File: src/rtl/utpn_pkg.sv
// utpn_pkg: word types and decoder interface types for the UTF-8 pinyin
// tone normaliser. No dependencies; used by every file in rtl/.
package utpn_pkg;

  // One input word: a raw byte of the text and its end-of-string mark.
  typedef struct packed {
    logic [7:0] byte_value;
    logic       last_byte;
  } in_word_t;

  // One result word: an optional lower-case letter and the end-of-text mark.
  typedef struct packed {
    logic       has_letter;
    logic [6:0] letter_code;
    logic       end_of_text;
  } out_word_t;

  // Bytes of an unfinished multi-byte sequence, held between words.
  typedef struct packed {
    logic [2:0][7:0] bytes;
    logic [1:0]      count;
    logic [1:0]      needed;
  } pend_state_t;

  // What the decoder hands back for one accepted input word.
  typedef struct packed {
    logic [1:0]  count;
    out_word_t   res1;
    out_word_t   res0;
    pend_state_t next;
  } dec_out_t;

endpackage

File: src/rtl/utf8_pinyin_tone_normalizer_unit.sv
// utf8_pinyin_tone_normalizer_unit: top level of the UTF-8 to pinyin letter
// normaliser. Depends on utpn_pkg and utpn_decode.
//
//   channel | direction | handshake              | word
//   in      | input     | in_valid_i / in_stall_o | utpn_pkg::in_word_t
//   out     | output    | out_valid_o / out_stall_i | utpn_pkg::out_word_t
//
// Cycles: one input word is taken per clock while in_stall_o is low; its results are written to a
//   four-entry result queue in the same edge and shown from the next cycle.
// Each word gives zero, one or two results; the queue drains one per clock while out_stall_i is low,
//   so throughput is one word per clock unless words give two results.
// Reset clears the held partial sequence and empties the queue at once.
// in_stall_o rises when fewer than two queue entries are free; it depends on
//   registered fill only, never on out_stall_i in the same cycle.
module utf8_pinyin_tone_normalizer_unit (
  input  logic                clk_i,
  input  logic                rst_ni,
  input  logic                in_valid_i,
  output logic                in_stall_o,
  input  utpn_pkg::in_word_t  in_word_i,
  output logic                out_valid_o,
  input  logic                out_stall_i,
  output utpn_pkg::out_word_t out_word_o
);

  localparam int unsigned FifoDepth = 4;
  localparam int unsigned PtrW      = $clog2(FifoDepth);
  localparam int unsigned FillW     = $clog2(FifoDepth + 1);

  utpn_pkg::pend_state_t pend_q;
  utpn_pkg::pend_state_t pend_d;
  utpn_pkg::dec_out_t    dec;
  utpn_pkg::out_word_t   fifo_q [FifoDepth];

  logic [PtrW-1:0]  wr_ptr_q, wr_ptr_d;
  logic [PtrW-1:0]  rd_ptr_q, rd_ptr_d;
  logic [FillW-1:0] fill_q, fill_d;
  logic             in_accept;
  logic             out_accept;
  logic [1:0]       push_n;

  // Decode the incoming byte against the held partial sequence.
  utpn_decode u_decode (
    .in_word_i (in_word_i),
    .pend_i    (pend_q),
    .dec_o     (dec)
  );

  // Stall while the queue could not take a two-result word.
  assign in_stall_o  = fill_q > FillW'(FifoDepth - 2);
  assign in_accept   = in_valid_i && !in_stall_o;
  assign out_valid_o = fill_q != '0;
  assign out_accept  = out_valid_o && !out_stall_i;
  assign out_word_o  = fifo_q[rd_ptr_q];

  assign push_n = in_accept ? dec.count : 2'd0;

  // Advance held state only on an accepted word.
  assign pend_d   = in_accept ? dec.next : pend_q;
  assign wr_ptr_d = wr_ptr_q + PtrW'(push_n);
  assign rd_ptr_d = rd_ptr_q + PtrW'(out_accept);
  assign fill_d   = fill_q + FillW'(push_n) - FillW'(out_accept);

  always_ff @(posedge clk_i or negedge rst_ni) begin
    if (!rst_ni) begin
      pend_q   <= '0;
      wr_ptr_q <= '0;
      rd_ptr_q <= '0;
      fill_q   <= '0;
    end else begin
      pend_q   <= pend_d;
      wr_ptr_q <= wr_ptr_d;
      rd_ptr_q <= rd_ptr_d;
      fill_q   <= fill_d;
    end
  end

  // Queue storage: write first result, then second at the following slot.
  always_ff @(posedge clk_i) begin
    if (push_n != 2'd0) begin
      fifo_q[wr_ptr_q] <= dec.res0;
    end
    if (push_n == 2'd2) begin
      fifo_q[wr_ptr_q + PtrW'(1)] <= dec.res1;
    end
  end

endmodule

File: src/rtl/utpn_decode.sv
// utpn_decode: combinational decode of one input word against the held
// partial sequence. Gives up to two result words and the next held state.
// Depends on utpn_pkg.
module utpn_decode (
  input  utpn_pkg::in_word_t    in_word_i,
  input  utpn_pkg::pend_state_t pend_i,
  output utpn_pkg::dec_out_t    dec_o
);

  localparam logic [6:0] LtrA = 7'h61;
  localparam logic [6:0] LtrE = 7'h65;
  localparam logic [6:0] LtrI = 7'h69;
  localparam logic [6:0] LtrM = 7'h6d;
  localparam logic [6:0] LtrN = 7'h6e;
  localparam logic [6:0] LtrO = 7'h6f;
  localparam logic [6:0] LtrU = 7'h75;
  localparam logic [6:0] LtrV = 7'h76;
  localparam logic [6:0] LtrZ = 7'h7a;
  localparam logic [6:0] UprA = 7'h41;
  localparam logic [6:0] UprZ = 7'h5a;
  localparam logic [6:0] CaseGap = 7'h20;
  localparam logic [6:0] NoLetter = 7'h00;

  // Sequence length announced by a lead byte; zero for a stray byte.
  function automatic logic [2:0] seq_len(input logic [7:0] c);
    logic [2:0] len;
    if (!c[7]) begin
      len = 3'd1;
    end else if ((c & 8'hE0) == 8'hC0) begin
      len = 3'd2;
    end else if ((c & 8'hF0) == 8'hE0) begin
      len = 3'd3;
    end else if ((c & 8'hF8) == 8'hF0) begin
      len = 3'd4;
    end else begin
      len = 3'd0;
    end
    return len;
  endfunction

  // Assemble a code point from a lead byte in element 0 and its tail.
  function automatic logic [20:0] decode_cp(input logic [2:0] len,
                                            input logic [3:0][7:0] bb);
    logic [20:0] cp;
    case (len)
      3'd2:    cp = {10'd0, bb[0][4:0], bb[1][5:0]};
      3'd3:    cp = {5'd0, bb[0][3:0], bb[1][5:0], bb[2][5:0]};
      3'd4:    cp = {bb[0][2:0], bb[1][5:0], bb[2][5:0], bb[3][5:0]};
      default: cp = {13'd0, bb[0]};
    endcase
    return cp;
  endfunction

  // Letter for a code point; NoLetter where none applies.
  function automatic logic [6:0] map_letter(input logic [20:0] cp);
    logic [6:0] ltr;
    ltr = NoLetter;
    if (cp[20:7] == 14'd0) begin
      if (cp[6:0] >= LtrA && cp[6:0] <= LtrZ) begin
        ltr = cp[6:0];
      end else if (cp[6:0] >= UprA && cp[6:0] <= UprZ) begin
        ltr = cp[6:0] + CaseGap;
      end
    end else begin
      case (cp)
        21'h00101, 21'h001CE, 21'h000E1, 21'h000E0,
        21'h00100, 21'h001CD, 21'h000C1, 21'h000C0: ltr = LtrA;
        21'h00113, 21'h0011B, 21'h000E9, 21'h000E8,
        21'h00112, 21'h0011A, 21'h000C9, 21'h000C8: ltr = LtrE;
        21'h0012B, 21'h001D0, 21'h000ED, 21'h000EC,
        21'h0012A, 21'h001CF, 21'h000CD, 21'h000CC: ltr = LtrI;
        21'h0014D, 21'h001D2, 21'h000F3, 21'h000F2,
        21'h0014C, 21'h001D1, 21'h000D3, 21'h000D2: ltr = LtrO;
        21'h0016B, 21'h001D4, 21'h000FA, 21'h000F9,
        21'h0016A, 21'h001D3, 21'h000DA, 21'h000D9: ltr = LtrU;
        21'h001D6, 21'h001D8, 21'h001DA, 21'h001DC, 21'h000FC,
        21'h001D5, 21'h001D7, 21'h001D9, 21'h001DB, 21'h000DC: ltr = LtrV;
        21'h00144, 21'h00148, 21'h001F9,
        21'h00143, 21'h00147, 21'h001F8: ltr = LtrN;
        21'h01E3F, 21'h01E3E: ltr = LtrM;
        default: ltr = NoLetter;
      endcase
    end
    return ltr;
  endfunction

  logic [7:0]      in_byte;
  logic [1:0]      cnt;
  logic [3:0][7:0] bb;
  logic [3:0][7:0] bb_tail;
  logic [2:0]      lead_len;
  logic [2:0]      n_bytes;
  logic [2:0]      tail_len;
  logic            hold;
  logic [6:0]      ltr_a;
  logic [6:0]      ltr_b;
  logic [6:0]      first_ltr;
  logic            last;

  assign in_byte = in_word_i.byte_value;
  assign last    = in_word_i.last_byte;
  assign cnt     = pend_i.count;

  // Line up held bytes and the new byte as one short string.
  always_comb begin
    bb[0] = (cnt == 2'd0) ? in_byte : pend_i.bytes[0];
    bb[1] = (cnt <= 2'd1) ? in_byte : pend_i.bytes[1];
    bb[2] = (cnt <= 2'd2) ? in_byte : pend_i.bytes[2];
    bb[3] = in_byte;
  end

  assign bb_tail  = {8'h00, bb[3:1]};
  assign lead_len = (cnt == 2'd0) ? seq_len(in_byte) : ({1'b0, pend_i.needed} + 3'd1);
  assign n_bytes  = {1'b0, cnt} + 3'd1;
  assign tail_len = seq_len(bb[1]);
  assign hold     = !last && (lead_len > n_bytes);

  always_comb begin
    ltr_a = NoLetter;
    ltr_b = NoLetter;
    if (lead_len == 3'd0 || hold) begin
      ltr_a = NoLetter;
    end else if (lead_len <= n_bytes) begin
      ltr_a = map_letter(decode_cp(lead_len, bb));
    end else begin
      // String ended inside a sequence: drop the lead, redecode the tail.
      if (tail_len == 3'd2 && cnt == 2'd2) begin
        ltr_a = map_letter(decode_cp(3'd2, bb_tail));
      end else begin
        if (tail_len == 3'd1) begin
          ltr_a = map_letter({13'd0, bb[1]});
        end
        if (cnt == 2'd2 && seq_len(bb[2]) == 3'd1) begin
          ltr_b = map_letter({13'd0, bb[2]});
        end
      end
    end
  end

  assign first_ltr = (ltr_a != NoLetter) ? ltr_a : ltr_b;

  always_comb begin
    dec_o.res0.has_letter  = first_ltr != NoLetter;
    dec_o.res0.letter_code = first_ltr;
    dec_o.res1.has_letter  = 1'b1;
    dec_o.res1.letter_code = ltr_b;
    if (ltr_a != NoLetter && ltr_b != NoLetter) begin
      dec_o.count            = 2'd2;
      dec_o.res0.end_of_text = 1'b0;
      dec_o.res1.end_of_text = last;
    end else begin
      dec_o.count            = (first_ltr != NoLetter || last) ? 2'd1 : 2'd0;
      dec_o.res0.end_of_text = last;
      dec_o.res1.end_of_text = 1'b0;
    end
  end

  // Next held state: append the byte while the sequence is unfinished.
  always_comb begin
    dec_o.next = '0;
    if (hold) begin
      dec_o.next.bytes  = pend_i.bytes;
      dec_o.next.count  = cnt + 2'd1;
      dec_o.next.needed = (cnt == 2'd0) ? 2'(lead_len - 3'd1) : pend_i.needed;
      case (cnt)
        2'd0:    dec_o.next.bytes[0] = in_byte;
        2'd1:    dec_o.next.bytes[1] = in_byte;
        2'd2:    dec_o.next.bytes[2] = in_byte;
        default: dec_o.next.bytes    = pend_i.bytes;
      endcase
    end
  end

endmodule

File: config.mk
export PLATFORM = sky130hd
export DESIGN_NAME = utf8_pinyin_tone_normalizer_unit
export DESIGN_NICKNAME = d
export VERILOG_FILES = /design/src/rtl/utpn_pkg.sv /design/src/rtl/utf8_pinyin_tone_normalizer_unit.sv /design/src/rtl/utpn_decode.sv
export SDC_FILE = /design/constraint.sdc
export NUM_CORES = 1
export LEC_CHECK = 0
export CAP_MARGIN = 20
export CORE_UTILIZATION = 60
export CTS_BUF_LIST = sky130_fd_sc_hd__clkbuf_4
export CTS_CLUSTER_DIAMETER = 40
export DETAILED_ROUTE_END_ITERATION = 8
export DONT_BUFFER_PORTS = 1
export PLACE_DENSITY = 0.76
export REMOVE_ABC_BUFFERS = 1
export SYNTH_ARGS = -nofsm -noshare
export SYNTH_HDL_FRONTEND = slang
export SYNTH_SLANG_ARGS = --single-unit
File: constraint.sdc
create_clock -name clk_i -period 20.6 [get_ports clk_i]
set_input_delay 4.12 -clock clk_i [delete_from_list [all_inputs] [get_ports clk_i]]
set_output_delay 4.12 -clock clk_i [all_outputs]
set_load 0.02 [all_outputs]
[After elaboration in Yosys (flattened, before gate mapping)]
Memories as Yosys holds them, arrays and structs flattened.
Cells that the tools add are included.
Storage, ports and cells
  register bits: 35
  bits in writable memories: 36
  input port bits: 13
  output and inout bits: 11
  logic and storage cells: 346
  memories: 1
Memories
  fifo_q: words 4, width 9, read ports 1, clocked after Yosys merged registers in 0, wr ports 2, RTL line utf8_pinyin_tone_normalizer_unit.sv:33  | utpn_pkg::out_word_t fifo_q [FifoDepth];
Cells by class
  $add $sub $neg: 13
  $lt $le $gt $ge: 21
  equal/unequal tests: 181
  multiplexer cells: 63
  reduce and logical (&&, ||, !) cells: 59
Operators by type and width (number)
  == test 21 x 9 -> 1 bit, second input constant: 68
  == test 21 x 8 -> 1 bit, second input constant: 44
  == test 8 bit, second input constant: 44
  two-way mux 7 bit: 21
  one-hot mux 7 bit (8 select lines): 2
  two-way mux 21 bit: 5
  == test 21 x 13 -> 1 bit, second input constant: 4
  one-hot mux 7 bit (6 select lines): 2
  OR reduction 8 bit: 10
  one-hot mux 21 bit (3 select lines): 1
  greater-or-equal comparator 7 bit, second input constant: 8
  less-or-equal comparator 7 bit, second input constant: 8
  two-way mux 3 bit: 16
  two-way mux 8 bit: 5
  OR reduction 4 bit: 10
  adder 7 x 6 -> 7 bit, second input constant: 4
  logical NOT 14 bit: 2
  two-way mux 28 bit: 1
  nonzero test 7 bit: 3
  OR reduction 10 bit: 2
  == test 5 bit, second input constant: 3
  logical AND 1 bit: 14
  == test 3 bit, second input constant: 4
  == test 4 bit, second input constant: 3
  other kinds (28): 53

[Logic depth before layout (Yosys ltp)]
  depth after elaboration: 30
  gate-level depth with buffers: 35
  depth with buffers taken out: 29

[Hierarchy]
Synthesis repeated with hierarchy kept, for this count alone.
Second synthesis, totals
  cell total of the unflattened synthesis: 816
  area, all modules: 7746.2 um^2
Modules (own cells, without submodules)
  utpn_decode: instances 1, cells each 620, area an instance 4329.2 um^2, seq. area each 0.0 um^2
  utf8_pinyin_tone_normalizer_unit: instances 1, cells each 196, area an instance 3417.0 um^2, seq. area each 1956.9 um^2

[Worst setup path after synthesis]
Ideal clock, no wire load.
  path kind: input-to-reg
  start point: in in_word_i[5] (netlist name)
  end point: reg fill_q[2]
  setup time: 0.123 ns
  arrival time: 9.490 ns
  data required time: 20.477 ns
  setup slack: 10.988 ns
  stages: 31
  buffers on the path: 4
  cells stage by stage: clkbuf_2 > clkbuf_1 > o211ai_1 > o21ai_0 > inv_1 > ha_1 > buf_2 > nor2_1 > o211ai_2 > nand2_1 > a21oi_1 > ha_1 > inv_1 > nor3_1 > a22oi_1 > o31ai_1 > a22oi_4 > nor3_1 > o41ai_4 > o2111a_1 > nand3_4 > buf_6 > nor2_2 > nand3b_1 > ha_1 > inv_1 > ha_1 > inv_1 > fa_1 > xor2_1 > xnor2_1
On the way
  cells in the longest elaborated chain, start to end: 26
  elaborated cells between the ends (all ways): 297
  those cells by class: add/sub (6); order compare (18); eq/ne (172); mux (53); reduce/logical (48)
Ends and longest elaborated chain
  start: declaration: RTL line utf8_pinyin_tone_normalizer_unit.sv:20  | input utpn_pkg::in_word_t in_word_i,
  == test 5 bit: RTL line utpn_decode.sv:33  | end else if ((c & 8'hF8) == 8'hF0) begin
  two-way mux 3 bit: RTL line utpn_decode.sv:33
  two-way mux 3 bit: RTL line utpn_decode.sv:31  | end else if ((c & 8'hF0) == 8'hE0) begin
  two-way mux 3 bit: RTL line utpn_decode.sv:29  | end else if ((c & 8'hE0) == 8'hC0) begin
  two-way mux 3 bit: RTL line utpn_decode.sv:27  | if (!c[7]) begin
  two-way mux 3 bit: RTL line utpn_decode.sv:113  | assign lead_len = (cnt == 2'd0) ? seq_len(in_byte) : ({1'b0, pend_i.needed} + 3'd1);
  == test 3 bit or == test 3 x 2 -> 1 bit (tied branches): RTL line utpn_decode.sv:45  | case (len)
  one-hot mux 21 bit (3 select lines): RTL line utpn_decode.sv:45
  [... 11 more ...]
  nonzero test 7 bit: RTL line utpn_decode.sv:152  | dec_o.count = (first_ltr != NoLetter || last) ? 2'd1 : 2'd0;
  logical OR 1 bit: RTL line utpn_decode.sv:152
  two-way mux 1 bit: RTL line utpn_decode.sv:152
  two-way mux 2 bit *: RTL line utpn_decode.sv:147  | if (ltr_a != NoLetter && ltr_b != NoLetter) begin
  two-way mux 2 bit *: RTL line utf8_pinyin_tone_normalizer_unit.sv:56  | assign push_n = in_accept ? dec.count : 2'd0;
  adder 3 x 2 -> 3 bit *: RTL line utf8_pinyin_tone_normalizer_unit.sv:62  | assign fill_d = fill_q + FillW'(push_n) - FillW'(out_accept);
  subtractor 3 x 1 -> 3 bit *: RTL line utf8_pinyin_tone_normalizer_unit.sv:62
  named net fill_d[2]: RTL line utf8_pinyin_tone_normalizer_unit.sv:37  | logic [FillW-1:0] fill_q, fill_d;
  end signal: assignment: RTL line utf8_pinyin_tone_normalizer_unit.sv:74  | fill_q <= fill_d;
  end: declaration: RTL line utf8_pinyin_tone_normalizer_unit.sv:37
The timed path passes the listed nets; every way through them passes the cells marked *. The select of a mux whose other input is x is not followed.
A chain may end at the register's enable or synchronous reset.

[Worst setup path in the final report]
  start point: in in_word_i[6] (netlist name)
  end point: reg fill_q[2]
The elaborated chain is that of the path after synthesis.

==> run summary <==
Status = completed
Post-route DRC violation count = 0
Slew HR = 27.0%
Max Buffers Root-to-Sink = 2
Vias in the first global route = 6376
Cells after Synth = 808
Final slew viol count = 0
Die Width = 110 µm
Reg2Reg Depth = 27
Total Power = 1.01 mW
Netlist cell types = 98
Synthesis-stage register bit count = 71
CTS Root Cell = clkbuf_4
Crit path time final = 10.02 ns
Synth warnings = 0
CP endpoint kind = flip-flop
Post-synth EDFFs = 32
Setup repair after global routing missed its margin = no
Synth Area per Inst = 8.68 µm²
First-pass DRT Iterations = 6
Top Ports = 24
Layout Nets = 812
Cell Area, Synth = 7020 µm²
Fin. Hold Viols = 0
Routed via count = 6976
Main synth FF type = dfrtp_1
DRT iter0 DRCs = 997
Die Area = 12100 µm²
Row cnt = 39
Synth Area in XOR/XNOR = 1.12%
GRT Total Usage = 39.0%
Initial antenna violation count = 0
Critical path class = in -> reg
DPL Wire Length = 16.9 mm
Global-route wire length before repair = 35.5 mm
Hold Path End = fifo_q[2][8]
Final Routed Wirelength = 22.8 mm
CTS hold repair buffers = 0
Later-pin clock latency in the skew report = 0.48 ns
Largest family of logic cells by synthesized area = compound AO/OA/AOI/OAI gates
Maximum fanout along the worst path = 28
Number of buffers created by CTS = 9
Largest area contributor in the netlist = edfxtp_1
Power per Cell Area = 141 nW/µm²
Fraction of layout cells with a size suffix above 1 = 11.8%
Sequential area share after synthesis = 27.3%
Fin Setup TNS = 0 ns
Worst Hold Class = reg -> reg
Ys async rst share = 49.3%
TritonCTS clock tree = yes
Crit start category = primary input
Internal reg-to-reg setup slack = 12.77 ns
Worst-margin pin slew = 1.09 ns
FF-to-FF End = fill_q[2]
Final ANT Viol Nets = 0
Vias per cell = 7.55
Die height = 110 µm
Clock sinks = 71
Area grow syn2layout = 1.82%
Max-cap violation count = 0
Final Setup Violations = 0
Reg-to-reg startpoint = pend_q[3]
Resized cells post-CTS = 0
Largest net degree at the start of global routing = 36
Initial Util = 61.4%
Htree depth = 3
GPL Wtd Cong = 0.989
Hold Path Origin = fifo_q[2][8]
Routed WL per cell = 24.7 µm
Critical Path AT = 10.40 ns
Highest Clock Rate = 99.8 MHz
Post-synth top area share = 13.7%
Leakage = 2.58 nW
Clk pin slew, worst setup/hold paths = 0.14 ns
Core area = 11400 µm²
Hold Crit Depth = 2
Synth Area in Adders = 4.39%
Multiplexer area fraction after synthesis = 11.2%
Post-synthesis simple-gate area fraction = 23.4%
Post-synthesis compound-gate area fraction = 27.8%
Main area contributors after synthesis = edfxtp_1 14%, dfrtp_1 12%, nand2_1 4.8%
Crit path required time = 20.98 ns
Postcts setup bufs = 0
Clk_skew = 0.0311 ns
Port Buffers = 0
GRT overflow = 0
Max rail drop VDD = 0.0923 mV
Final worst-path cycle share = 48.7%
layer usage:
metal  routed length, µm  vias to the layer above  GRT usage, %
met4                 699                        0          14.7
met1                9870                     3376          55.6
met2               10000                      447          57.5
met5                   0                        -             0
met3                2220                       59          8.47
li1                    -                     3094             -
where the power goes:
part	internal, mW	total, mW	leakage (nW)	switching (mW)
clock network	0.0394	0.104	0.0770	0.0644
logic	0.235	0.680	1.70	0.445
registers	0.185	0.223	0.802	0.0382
cell type report:
cell class	instances	area (µm²)
clock inverters	7	85.1
repair buffers	4	30.0
well taps	143	179
diodes	1	2.50
flip-flops and latches	71	1920
clock buffers	9	67.6
multi-input cells	663	4760
fillers	982	4280
inverters	26	97.6
worst max-delay path by stage:
stage            startpoint         to  slack [ns]  cells past startpoint
2_1_floorplan  in_word_i[6]  fill_q[2]       11.16                     27
3_3_place_gp   in_word_i[6]  fill_q[2]       10.45                     26
3_5_place_dp   in_word_i[6]  fill_q[2]       10.23                     26
4_1_cts        in_word_i[6]  fill_q[2]       10.71                     26
5_1_grt        in_word_i[6]  fill_q[2]       10.09                     26
6_report       in_word_i[6]  fill_q[2]       10.58                     26
Yosys cell counts (all sizes together), types with 7 or more instances:
| master | count |
|---|---|
| a211oi | 14 |
| a21oi | 50 |
| a22o | 23 |
| a22oi | 8 |
| a31oi | 12 |
| and2 | 12 |
| buf | 21 |
| clkbuf | 27 |
| dfrtp | 35 |
| edfxtp | 32 |
| ha | 23 |
| inv | 25 |
| mux2 | 21 |
| mux2i | 34 |
| mux4 | 9 |
| nand2 | 91 |
| nand2b | 11 |
| nand3 | 32 |
| nand4 | 13 |
| nand4b | 8 |
| nor2 | 44 |
| nor2b | 8 |
| nor3 | 20 |
| nor3b | 10 |
| nor4 | 13 |
| o211ai | 7 |
| o21ai | 39 |
| o22ai | 29 |
| o31ai | 7 |
| or3 | 8 |
critical path, cell delays in order:
cell and delay (ns):
nand2_1 0.05, o211ai_1 0.08, o21ai_0 0.24, ha_1 0.74, nor2_1 0.25, o211ai_2 0.22, nand2_1 0.29, a21oi_1 0.64
ha_1 0.32, inv_1 0.05, a211oi_1 0.17, o32ai_1 0.21, a22oi_4 0.25, nor3_1 0.12, o41ai_4 0.35, o2111a_1 0.29
nand3_4 0.29, nand2_2 0.32, nand3b_1 0.16, ha_1 0.32, inv_1 0.05, ha_1 0.13, inv_1 0.05, fa_1 0.37
xor2_1 0.16, xnor2_1 0.12
per-stage QoR:
step                      worst slack [ns]  hold slack (ns)  instance area, µm²  cells  utilization, %
after global placement               10.45            0.445                6990    907            61.2
after global routing                 10.09            0.516                7140    923            62.5
after CTS                            10.71            0.484                7140    923            62.5
after detailed placement             10.23            0.450                6990    907            61.2
after floorplan                      11.16            0.420                6770    760               -
final                                10.58            0.485                7140    924            62.6
logic make-up (layout without fill, tap and decap cells):
kind of cell | after synthesis | count (layout)
other | 0 | 1
XOR/XNOR | 9 | 9
multiplexers | 64 | 64
AND/OR/NAND/NOR | 305 | 305
flip-flops | 71 | 71
adder cells (fa/ha/maj) | 24 | 24
buffers and inverters | 74 | 46
AO/OA/AOI/OAI | 261 | 261
registers in the layout, summed over array words and instances, names as in the netlist:
name,cells
rd_ptr_q,2
wr_ptr_q,2
pend_q,28
fill_q,3
fifo_q,36
placed cells by master (no fill, tap or decap), types with 13 or more instances in the layout:
cell      instances
nand4_1          13
dfrtp_1          35
mux2_2           21
edfxtp_1         32
o22ai_1          29
a22o_1           23
nand2_1          90
nor4_1           13
nand3_1          29
a21oi_1          46
inv_1            25
nor3_1           20
ha_1             23
o21ai_0          31
nor2_1           42
mux2i_1          32
No activity file was read; power rests on OpenSTA's default activity.
